File: src/design/boxds_pkg.sv
// Shared types and constants of the 2x2 box downscaler.
// Used by the controller, the datapath and the top level; depends on nothing.
`timescale 1ns / 1ps
`default_nettype none

package boxds_pkg;

   // Default size of the line store, in output columns
   localparam int MAX_OUT_WIDTH = 512;

   // Field widths
   localparam int PIXEL_W    = 16;
   localparam int GRAY_W     = 8;
   localparam int COUNT_W    = 11;
   localparam int OUT_DIM_W  = 10;
   localparam int ROW_LEN_W  = 12;
   localparam int CSR_IDX_W  = 2;
   localparam int CSR_DATA_W = 12;

   // Line store entry: pair sum in the low bits, pixel count above it (nonzero pixels in depth mode)
   localparam int SUM_W   = 17;
   localparam int CNT_W   = 2;
   localparam int ENTRY_W = SUM_W + CNT_W;

   // Block totals
   localparam int TSUM_W = SUM_W + 1;
   localparam int TCNT_W = CNT_W + 1;

   // Divide by three: floor(x / 3) == (x * RECIP3) >> DIV3_SHIFT for x < 2**19
   localparam int                 RECIP3_W   = 19;
   localparam logic [RECIP3_W-1:0] RECIP3    = 19'd349526;
   localparam int                 DIV3_SHIFT = 20;
   localparam int                 PROD_W     = TSUM_W + RECIP3_W;

   // Register reset values
   localparam logic                  DEPTH_MODE_RST = 1'b0;
   localparam logic [OUT_DIM_W-1:0]  OUT_WIDTH_RST  = 10'd320;
   localparam logic [OUT_DIM_W-1:0]  OUT_HEIGHT_RST = 10'd240;
   localparam logic [ROW_LEN_W-1:0]  ROW_LENGTH_RST = 12'd640;

   // Count limit: columns wrap and rows saturate here
   localparam logic [COUNT_W-1:0] COUNT_MAX = 11'd2047;

   typedef enum logic [CSR_IDX_W-1:0] {
      CSR_DEPTH_MODE = 2'd0,
      CSR_OUT_WIDTH  = 2'd1,
      CSR_OUT_HEIGHT = 2'd2,
      CSR_ROW_LENGTH = 2'd3
   } csr_index_type;

   typedef enum logic [1:0] {
      ST_IDLE = 2'd0,
      ST_SUM  = 2'd1,
      ST_MUL  = 2'd2,
      ST_FIN  = 2'd3
   } state_type;

   // Controller to datapath
   typedef struct packed {
      logic accept;    // input beat taken this cycle
      logic sum_load;  // combine stored upper pair with lower pair
      logic mul_load;  // register reciprocal product
      logic out_load;  // load result into output register
   } cmd_type;

   // Datapath to controller
   typedef struct packed {
      logic produce;   // beat in hand completes a 2x2 block
      logic out_free;  // output register empty or emptying this cycle
   } status_type;

endpackage

`default_nettype wire

File: src/design/boxds_ctrl.sv
// Controller of the 2x2 box downscaler: sequences one block result through
// store read, sum, reciprocal multiply and output load. Uses boxds_pkg.
`timescale 1ns / 1ps
`default_nettype none

module boxds_ctrl (
   input  wire logic                   clock,
   input  wire logic                   reset,
   input  wire logic                   req_valid,
   output logic                        req_stall,
   input  wire boxds_pkg::status_type  status,
   output boxds_pkg::cmd_type          cmd
);

   boxds_pkg::state_type state_ff, state_in;

   always_ff @(posedge clock) begin
      if (reset) begin
         state_ff <= boxds_pkg::ST_IDLE;
      end else begin
         state_ff <= state_in;
      end
   end

   always_comb begin
      state_in = state_ff;
      case (state_ff)
         boxds_pkg::ST_IDLE: begin
            if (req_valid && status.produce) begin
               state_in = boxds_pkg::ST_SUM;
            end
         end
         boxds_pkg::ST_SUM: state_in = boxds_pkg::ST_MUL;
         boxds_pkg::ST_MUL: state_in = boxds_pkg::ST_FIN;
         boxds_pkg::ST_FIN: begin
            // hold until the output register can take the result
            if (status.out_free) begin
               state_in = boxds_pkg::ST_IDLE;
            end
         end
         default: state_in = boxds_pkg::ST_IDLE;
      endcase
   end

   always_comb begin
      req_stall    = 1'b1;
      cmd.accept   = 1'b0;
      cmd.sum_load = 1'b0;
      cmd.mul_load = 1'b0;
      cmd.out_load = 1'b0;
      case (state_ff)
         boxds_pkg::ST_IDLE: begin
            req_stall  = 1'b0;
            cmd.accept = req_valid;
         end
         boxds_pkg::ST_SUM: cmd.sum_load = 1'b1;
         boxds_pkg::ST_MUL: cmd.mul_load = 1'b1;
         boxds_pkg::ST_FIN: cmd.out_load = status.out_free;
         default: req_stall = 1'b1;
      endcase
   end

endmodule

`default_nettype wire

File: config.mk
export PLATFORM = sky130hd
export DESIGN_NAME = boxds_ctrl
export DESIGN_NICKNAME = d
export VERILOG_FILES = /design/src/design/boxds_pkg.sv /design/src/design/boxds_ctrl.sv
export SDC_FILE = /design/constraint.sdc
export NUM_CORES = 1
export LEC_CHECK = 0
export ABC_AREA = 0
export ABC_CLOCK_PERIOD_IN_PS = 3250
export BUFFER_PORTS_ARGS = -buffer_cell sky130_fd_sc_hd__buf_2
export CORE_AREA = 2 2 39 41
export DETAILED_ROUTE_END_ITERATION = 16
export DIE_AREA = 0 0 41 43
export SYNTH_ARGS = -nofsm -noshare
export SYNTH_HDL_FRONTEND = slang
export SYNTH_SLANG_ARGS = --single-unit
File: constraint.sdc
create_clock -name clock -period 3.25 [get_ports clock]
set_input_delay 0.8125 -clock clock [delete_from_list [all_inputs] [get_ports clock]]
set_output_delay 0.8125 -clock clock [all_outputs]
set_load 0.03 [all_outputs]
**Yosys cells after proc, flatten, opt, wreduce, memory -nomap -nowiden**

Cells that the tools add are included.

- Equal/unequal tests: 5
- Mux-type cells: 8
- Reductions and logical operators: 3

Operator list:

| operator | count |
|---|---|
| $pmux W2 S4 | 1 |
| $mux W1 | 5 |
| $eq A2 B2 Y1 const B | 2 |
| $mux W2 | 2 |
| $ne A2 B2 Y1 const B | 2 |
| $eq A2 B1 Y1 const B | 1 |
| $logic_not A2 Y1 | 1 |
| $reduce_and A2 Y1 | 1 |
| $logic_and A1 B1 Y1 | 1 |

- Register bits after elaboration: 2
- Input port bits: 5
- Output and inout port bits: 5
- Word-level logic and storage cells: 17

**Logic depth before layout (Yosys ltp)**

Gate-level depths: netlist (run 1).

- Depth in word-level cells: 3
- Mapped depth: 5
- Mapped depth without buffers: 5

**Least setup slack after synthesis (run 1)**

No wires, ideal clock.

- Path kind: input -> output
- Start: in status[0] (netlist name)
- End: out cmd[0] (netlist name)
- Arrival: 1.094 ns
- Data required time: 2.438 ns
- Setup slack: 1.344 ns
- Stages: 1
- Buffers on the path: 0
- Path through: and2_1

- Word-level cells in the longest chain between the ends: 1

Ends and longest elaborated chain:

| what | line | source |
|---|---|---|
| start, declared | boxds_ctrl.sv:11 | `input wire boxds_pkg::status_type status,` |
| $mux W1 | boxds_ctrl.sv:51 | `case (state_ff)` |
| end, declared | boxds_ctrl.sv:12 | `output boxds_pkg::cmd_type cmd` |

Every way passes these cells.

==> flow_summary.json, run 1 <==
{
  "status": "complete, no violations",
  "synth_seq_cells": 2,
  "seq_area_um2": 40.0,
  "io_pins": 10,
  "timing.final.crit_share_pct": 63.6,
  "rows": 14,
  "synth.distinct_cells": 13,
  "gr-total-overflow": 0,
  "cts_max_path_buffers": 2,
  "die_y_um": 43,
  "hold-worst-slack_ns": 0.509,
  "viasPerCell": 3.59,
  "setup_tns_ns": 0,
  "yosys_warnings": 0,
  "worst_pin_slew_ns": 0.212,
  "critPathKind": "primary input to primary output",
  "drcViolationCount": 0,
  "period_needed_ns": 2.07,
  "fill_cells": 160,
  "netlist_area_um2": 188,
  "cts_buffers": 3,
  "place_ws_ns": 1.18,
  "final.setup.worst_slack_ns": 1.18,
  "p_per_area_nw_per_um2": 975,
  "largestRegisters": "state_ff x2",
  "synth_nets": 31,
  "clk_latency_ns": 0.22,
  "drt-wirelength-per-cell_um": 7.16,
  "drv_cap": 0,
  "power_leakage_uw": 0.000148,
  "cts.clk_slew.worst_paths_ns": 0.03,
  "htreeDepth": 1,
  "relSlewSlack_pct": 85.9,
  "final_util_pct": 19.9,
  "cp-end-kind": "primary output",
  "placed_area_um2": 253,
  "crit_path_max_fanout": 2,
  "multi_input_comb_area_um2": 136,
  "nNetsFinal": 45,
  "drt_iter0_drc": 2,
  "cts_sinks": 2,
  "cts_setup_buffers": 0,
  "cp-start-kind": "primary input",
  "synth-seq-area-share_pct": 21.3,
  "antenna_left": 0,
  "synthCells": 21,
  "largest_reg_flops": 2,
  "hold_violations": 0,
  "start_util_pct": 13.6,
  "hold_path_class": "flop to flop",
  "syn_to_final_growth_pct": 46.7,
  "crit_required_ns": 2.44,
  "cts_tree": "done",
  "grt_pass1_vias": 165,
  "setup_viol_count_final": 0,
  "syn_avg_cell_area_um2": 8.94,
  "cts_resized": 0,
  "clock_skew_ns": 0.00192,
  "dieWidth_um": 41,
  "grt_start_max_net_pins": 5,
  "first_pass_iters": 4,
  "max-vdd-ir-drop_uv": 124,
  "io_buffers": 9,
  "cp.arrival_ns": 1.25,
  "antennaDiodeCount": 0,
  "place.gp.congestion": 0.608,
  "antenna_found_initial": 0,
  "hold_buffers": 0,
  "dieArea_um2": 1760,
  "slew_violations": 0,
  "wl_um": 351,
  "coreArea_um2": 1380,
  "grtUsageTotal_pct": 4.90,
  "max_freq_mhz": 484,
  "route.vias.total": 176,
  "largest_register": "state_ff",
  "drive_above_1_share_pct": 39.4,
  "cts_root_buffer": "clkbuf_4",
  "rsz0062_at_grt": "no",
  "grt_pass1_wl_um": 496,
  "stdcell_area_um2": 275
}
-- through the flow --
stage | power, µW | std cells
5_1_grt | 297 | 49
4_1_cts | 277 | 49
2_1_floorplan | 181 | 21
3_3_place_gp | 213 | 46
3_5_place_dp | 219 | 46
6_report | 268 | 49
-- Yosys cell counts --
master	instances	share of area [%]
a21oi_1	1	2.7
nor2_1	1	2.0
dfxtp_1	2	21
mux2i_1	1	5.3
and2_2	1	4.0
inv_1	3	6.0
o31ai_1	1	4.0
nand2_1	1	2.0
ha_1	5	33
and2_1	1	3.3
nor2b_1	1	3.3
a2111o_1	1	6.0
nand2b_1	2	6.7
-- final cells by class --
type                            count  area share, %
Sequential cell                     2           14.5
Tap cell                           16           7.27
Timing Repair Buffer                9           16.4
Inverter                            3           4.09
Multi-Input combinational cell     16           49.5
Clock buffer                        3           8.18
-- cell usage in the layout (no fill, tap or decap) --
master	instances
a2111o_1	1
a21oi_1	1
and2_1	1
and2_2	1
buf_2	9
clkbuf_4	3
dfxtp_1	2
ha_1	5
inv_1	3
mux2i_1	1
nand2_1	1
nand2b_1	2
nor2_1	1
nor2b_1	1
o31ai_1	1
-- logic make-up after synthesis --
logic type	share of synthesized area, %
DFF	21.3
muxes	5.33
buffers and inverters	6.00
AOI/OAI and AO/OA	12.7
adders and majority gates	33.3
and+or+nand+nor	21.3
-- worst max-delay path: stages --
cell and delay (ns):
buf_2 0.10, and2_2 0.17, buf_2 0.17
-- worst paths after layout --
kind | from | to | slack [ns] | depth (start not counted)
hold / removal | state_ff[1] | state_ff[1] | 0.51 | 2
setup / recovery | req_valid | cmd[3] | 1.18 | 3
hold reg to reg | state_ff[1] | state_ff[1] | 0.51 | 2
setup reg to reg | state_ff[0] | state_ff[0] | 2.04 | 4
-- metal layers --
metal,track usage (%),up-vias,wire length (µm)
met4,8.00,0,0
met3,3.14,0,41
met1,2.55,76,132
met5,0,-,0
li1,-,92,-
met2,7.19,8,177
-- power breakdown --
| part | switching [µW] | internal, µW |
|---|---|---|
| sequential | 9.88 | 36.5 |
| clock | 13.3 | 40.7 |
| combinational | 109 | 59.4 |
| total | 132 | 136 |
Power figures use the tool's default switching activity.
==> inputs of run 2 (changes only) <==
--- a/config.mk
+++ b/config.mk
@@ -5,8 +5,8 @@
 export SDC_FILE = /design/constraint.sdc
 export NUM_CORES = 1
 export LEC_CHECK = 0
-export ABC_AREA = 0
-export ABC_CLOCK_PERIOD_IN_PS = 3250
+export ABC_AREA = 1
+export ABC_CLOCK_PERIOD_IN_PS = 2000
 export BUFFER_PORTS_ARGS = -buffer_cell sky130_fd_sc_hd__buf_2
 export CORE_AREA = 2 2 39 41
 export DETAILED_ROUTE_END_ITERATION = 16
==> constraint.sdc (replaced) <==
create_clock -name clock -period 2 [get_ports clock]
set_input_delay 0.5 -clock clock [delete_from_list [all_inputs] [get_ports clock]]
set_output_delay 0.5 -clock clock [all_outputs]
set_load 0.03 [all_outputs]
==> flow_summary.json, run 2 <==
{
  "synthCells": 29,
  "stdcell_area_um2": 283,
  "synth-edff-count": 0,
  "power_leakage_uw": 0.000182,
  "final_common_cell": "buf_2",
  "final_util_pct": 20.4,
  "hpwl_um": 315,
  "io_buffers": 9,
  "grt_pass1_vias": 182,
  "htreeDepth": 1,
  "drt_iter0_drc": 2,
  "die_y_um": 43,
  "drv_cap": 0,
  "wl_um": 389,
  "netlist_area_um2": 195,
  "critPathSlowestCell": "dfxtp_1",
  "max_freq_mhz": 593,
  "dieArea_um2": 1760,
  "drt-wirelength-per-cell_um": 6.82,
  "coreArea_um2": 1380,
  "dieWidth_um": 41,
  "slowest_delay_ns": 0.37,
  "route.vias.total": 193,
  "slew_violations": 0,
  "setup_tns_ns": 0,
  "rows": 14,
  "synth.distinct_cells": 8,
  "antennaDiodeCount": 0,
  "cts_root_buffer": "clkbuf_4",
  "place.gp.congestion": 0.635,
  "yosys_warnings": 0,
  "syn_avg_cell_area_um2": 6.73,
  "synth_area_leaders": "ha_1 32%, dfxtp_1 21%, inv_1 15%",
  "cts_max_path_buffers": 2,
  "cts_sinks": 2,
  "timing.final.crit_share_pct": 84.3,
  "syn_to_final_growth_pct": 44.9,
  "crit_path_max_fanout": 4,
  "crit_required_ns": 1.50,
  "final_cell_mix": "9 x buf_2, 8 x inv_1, 5 x nand2_1, 5 x ha_1",
  "fill_cells": 171,
  "synth-seq-area-share_pct": 20.5,
  "synth_nets": 39,
  "period_needed_ns": 1.69,
  "critPathKind": "flop to primary output",
  "largest_reg_flops": 2,
  "cts_tree": "done",
  "rsz0062_at_grt": "no",
  "start_util_pct": 14.1,
  "crit_chain": "inv_1 > ha_1 > nand2_1 > inv_1 > buf_2",
  "nNetsFinal": 53,
  "hold_buffers": 0,
  "yosysTopAreaCell": "ha_1",
  "synth_top_area_share_pct": 32.1,
  "synth_ff_type": "dfxtp_1",
  "grtUsageTotal_pct": 4.90,
  "grt_start_max_net_pins": 5,
  "gr-total-overflow": 0,
  "postSynth.asyncResetShare_pct": 0,
  "cts.clk_slew.worst_paths_ns": 0.03,
  "antenna_left": 0,
  "yosysMostFrequentCell": "inv_1",
  "cts_setup_buffers": 0,
  "drcViolationCount": 0,
  "viasPerCell": 3.39,
  "cp-end-kind": "primary output",
  "cts_buffers": 3,
  "first_pass_iters": 2,
  "p_per_area_nw_per_um2": 1450,
  "drive_above_1_share_pct": 34.1,
  "max-vdd-ir-drop_uv": 303,
  "largest_register": "state_ff",
  "placed_area_um2": 260,
  "ys_top_cells_by_count": "8 x inv_1, 5 x ha_1, 5 x nand2_1, 3 x nor2_1",
  "synth_seq_cells": 2,
  "io_pins": 10,
  "clk_latency_ns": 0.22,
  "largestRegisters": "state_ff x2",
  "grt_pass1_wl_um": 524,
  "relSlewSlack_pct": 89.8,
  "hold-worst-slack_ns": 0.528,
  "cts_resized": 0,
  "cp-start-kind": "flop",
  "setup_viol_count_final": 0,
  "clock_skew_ns": 0.000415,
  "hold_violations": 0,
  "cpMostUsedCell": "inv_1",
  "hold_path_class": "primary input to flop",
  "status": "complete, no violations",
  "cp.arrival_ns": 1.19,
  "worst_pin_slew_ns": 0.154,
  "antenna_found_initial": 0
}
[run 2: worst max-delay path: cells and delay by family, from the launching register on]
| kind | cells | cell delay [ns] |
|---|---|---|
| adder cells (fa/ha/maj) | 1 | 0.24 |
| AND/OR/NAND/NOR | 1 | 0.06 |
| buffers and inverters | 3 | 0.29 |
| flip-flops | 1 | 0.37 |
[run 2: cells by family after synthesis]
family	synth area share (%)
buf+inv	15.4
flops	20.5
simple gates	26.9
fa+ha+maj	32.1
compound gates	5.13
[run 2: path summary, 6_finish.rpt]
check | start | to | slack (ns) | cells after the start
max | state_ff[0] | cmd[3] | 0.31 | 5
min | reset | state_ff[1] | 0.53 | 4
min reg2reg | state_ff[1] | state_ff[1] | 0.54 | 2
max reg2reg | state_ff[0] | state_ff[0] | 0.90 | 6
[run 2: area by class of cell]
type / instances / area [µm²] / area share, %
Sequential cell: 2 / 40.0 / 14.2
Tap cell: 16 / 20.0 / 7.08
Inverter: 8 / 30.0 / 10.6
Timing Repair Buffer: 9 / 45.0 / 15.9
Multi-Input combinational cell: 19 / 125 / 44.2
Clock buffer: 3 / 22.5 / 7.96
[run 2: per-layer routing]
layer  part of all wire (%)  vias up  GRT usage [%]
li1                       -      108              -
met1                     43       79           3.50
met2                     51        6           7.19
met3                    5.1        0           1.57
met4                      0        0           8.00
met5                      0        -              0
[run 2: stage by stage]
step	setup WS, ns	power, µW	std cells
final	0.313	410	57
after detailed placement	0.550	326	54
after floorplan	0.640	270	29
after global placement	0.574	322	54
after global routing	0.237	453	57
after CTS	0.305	422	57
[run 2: power by group]
part / internal, µW / switching (µW) / total (µW)
clock: 66.0 / 21.4 / 87.4
combinational: 83.4 / 166 / 250
sequential: 56.5 / 15.9 / 72.4
total: 206 / 204 / 410
==> inputs of run 3 (changes only) <==
--- a/config.mk
+++ b/config.mk
@@ -6,7 +6,7 @@
 export NUM_CORES = 1
 export LEC_CHECK = 0
 export ABC_AREA = 1
-export ABC_CLOCK_PERIOD_IN_PS = 2000
+export ABC_CLOCK_PERIOD_IN_PS = 1700
 export BUFFER_PORTS_ARGS = -buffer_cell sky130_fd_sc_hd__buf_2
 export CORE_AREA = 2 2 39 41
 export DETAILED_ROUTE_END_ITERATION = 16
==> constraint.sdc (replaced) <==
create_clock -name clock -period 1.7 [get_ports clock]
set_input_delay 0.425 -clock clock [delete_from_list [all_inputs] [get_ports clock]]
set_output_delay 0.425 -clock clock [all_outputs]
set_load 0.03 [all_outputs]
==> flow_summary.json, run 3 (same netlist as run 2, synthesis figures left out) <==
{
  "cts_max_path_buffers": 2,
  "coreArea_um2": 1380,
  "startpoint": "state_ff[0]",
  "cp.arrival_ns": 1.17,
  "setup_tns_ns": 0,
  "drive_above_1_share_pct": 34.1,
  "cts.clk_slew.worst_paths_ns": 0.03,
  "max_freq_mhz": 626,
  "hold_depth": 4,
  "slew_violations": 0,
  "grtUsageTotal_pct": 5.11,
  "route.vias.total": 199,
  "timing.final.crit_share_pct": 94.0,
  "dieArea_um2": 1760,
  "hold_buffers": 0,
  "r2r_cells": 6,
  "rows": 14,
  "seq_area_um2": 40.0,
  "viasPerCell": 3.49,
  "rsz0062_at_grt": "no",
  "wl_um": 359,
  "grt_start_max_net_pins": 5,
  "hold_path_class": "primary input to flop",
  "sequentialPowerShare_pct": 18.0,
  "antenna_found_initial": 0,
  "reg2reg_from": "state_ff[0]",
  "fill_cells": 172,
  "crit_path_max_fanout": 4,
  "grt_pass1_vias": 161,
  "htreeDepth": 1,
  "io_buffers": 9,
  "crit_required_ns": 1.27,
  "worst_pin_slew_ns": 0.154,
  "relSlewSlack_pct": 89.8,
  "multi_input_comb_area_um2": 125,
  "period_needed_ns": 1.60,
  "final_common_cell": "buf_2",
  "cp-end-kind": "primary output",
  "largestRegisters": "state_ff x2",
  "largest_register": "state_ff",
  "cts_resized": 0,
  "grt_pass1_wl_um": 538,
  "io_pins": 10,
  "hpwl_um": 316,
  "hold_start": "reset",
  "cts_setup_buffers": 0,
  "switchingPower_uw": 236,
  "cts_root_buffer": "clkbuf_4",
  "final_cell_mix": "9 x buf_2, 8 x inv_1, 5 x nand2_1, 5 x ha_1",
  "pwr-share-clk_pct": 21.5,
  "drt_iter0_drc": 4,
  "clk_latency_ns": 0.22,
  "drt-wirelength-per-cell_um": 6.30,
  "hold_violations": 0,
  "nNetsFinal": 53,
  "max-vdd-ir-drop_uv": 267,
  "antennaDiodeCount": 0,
  "dieWidth_um": 41,
  "p_per_area_nw_per_um2": 1680,
  "largest_reg_flops": 2,
  "syn_to_final_growth_pct": 44.9,
  "p_int_uw": 240,
  "critPathKind": "flop to primary output",
  "gr-total-overflow": 0,
  "cts_tree": "done",
  "die_y_um": 43,
  "cts_buffers": 3,
  "final_util_pct": 20.4,
  "status": "complete, no violations",
  "cts_sinks": 2,
  "drcViolationCount": 0,
  "power_switching_share_pct": 49.6,
  "antenna_left": 0,
  "start_util_pct": 14.1,
  "clock_skew_ns": 0.00283,
  "cp-start-kind": "flop",
  "drv_cap": 0,
  "pwr-share-comb_pct": 60.5,
  "place.gp.congestion": 0.633,
  "power_leakage_uw": 0.000182,
  "first_pass_iters": 3,
  "setup_viol_count_final": 0
}
==> run 3: power by group through the flow <==
stage                     combinational [µW]  sequential (µW)  clock (µW)
final                                    288             85.6         103
after CTS                                295             86.6         109
after global routing                     320             89.5         115
after floorplan                          236             82.1           0
after detailed placement                 294             87.2           0
after global placement                   289             86.6           0
==> run 3: path summary, 6_finish.rpt <==
path | slack (ns) | endpoint
max | 0.10 | cmd[3]
min | 0.45 | state_ff[1]
max reg2reg | 0.61 | state_ff[1]
min reg2reg | 0.55 | state_ff[0]
==> run 3: final cells by class <==
class | instances | share of cell area [%]
tap | 16 | 7.08
inverter | 8 | 10.6
multi-input combinational | 19 | 44.2
timing repair buffer | 9 | 15.9
clock buffer | 3 | 7.96
sequential | 2 | 14.2
==> run 3: critical path, cell delays in order, from the launching register on <==
cell and delay (ns):
dfxtp_1 0.37, inv_1 0.10, ha_1 0.24, nand2_1 0.06, inv_1 0.03, buf_2 0.16
==> run 3: per-stage QoR <==
step,area (µm²),hold slack [ns],instances,power (µW),setup WS [ns]
2_1_floorplan,195,0.502,29,318,0.415
5_1_grt,283,0.453,57,525,0.0201
3_5_place_dp,260,0.550,54,382,0.319
3_3_place_gp,260,0.546,54,376,0.331
4_1_cts,283,0.444,57,491,0.0796
6_report,283,0.449,57,476,0.102
==> run 3: layer usage <==
metal | track usage, % | part of all wire, % | vias to the layer above
met4 | 6.00 | 1.1 | 0
met1 | 3.51 | 39 | 82
met3 | 4.71 | 8.9 | 2
met2 | 6.88 | 50 | 6
met5 | 0 | 0 | -
li1 | - | - | 109
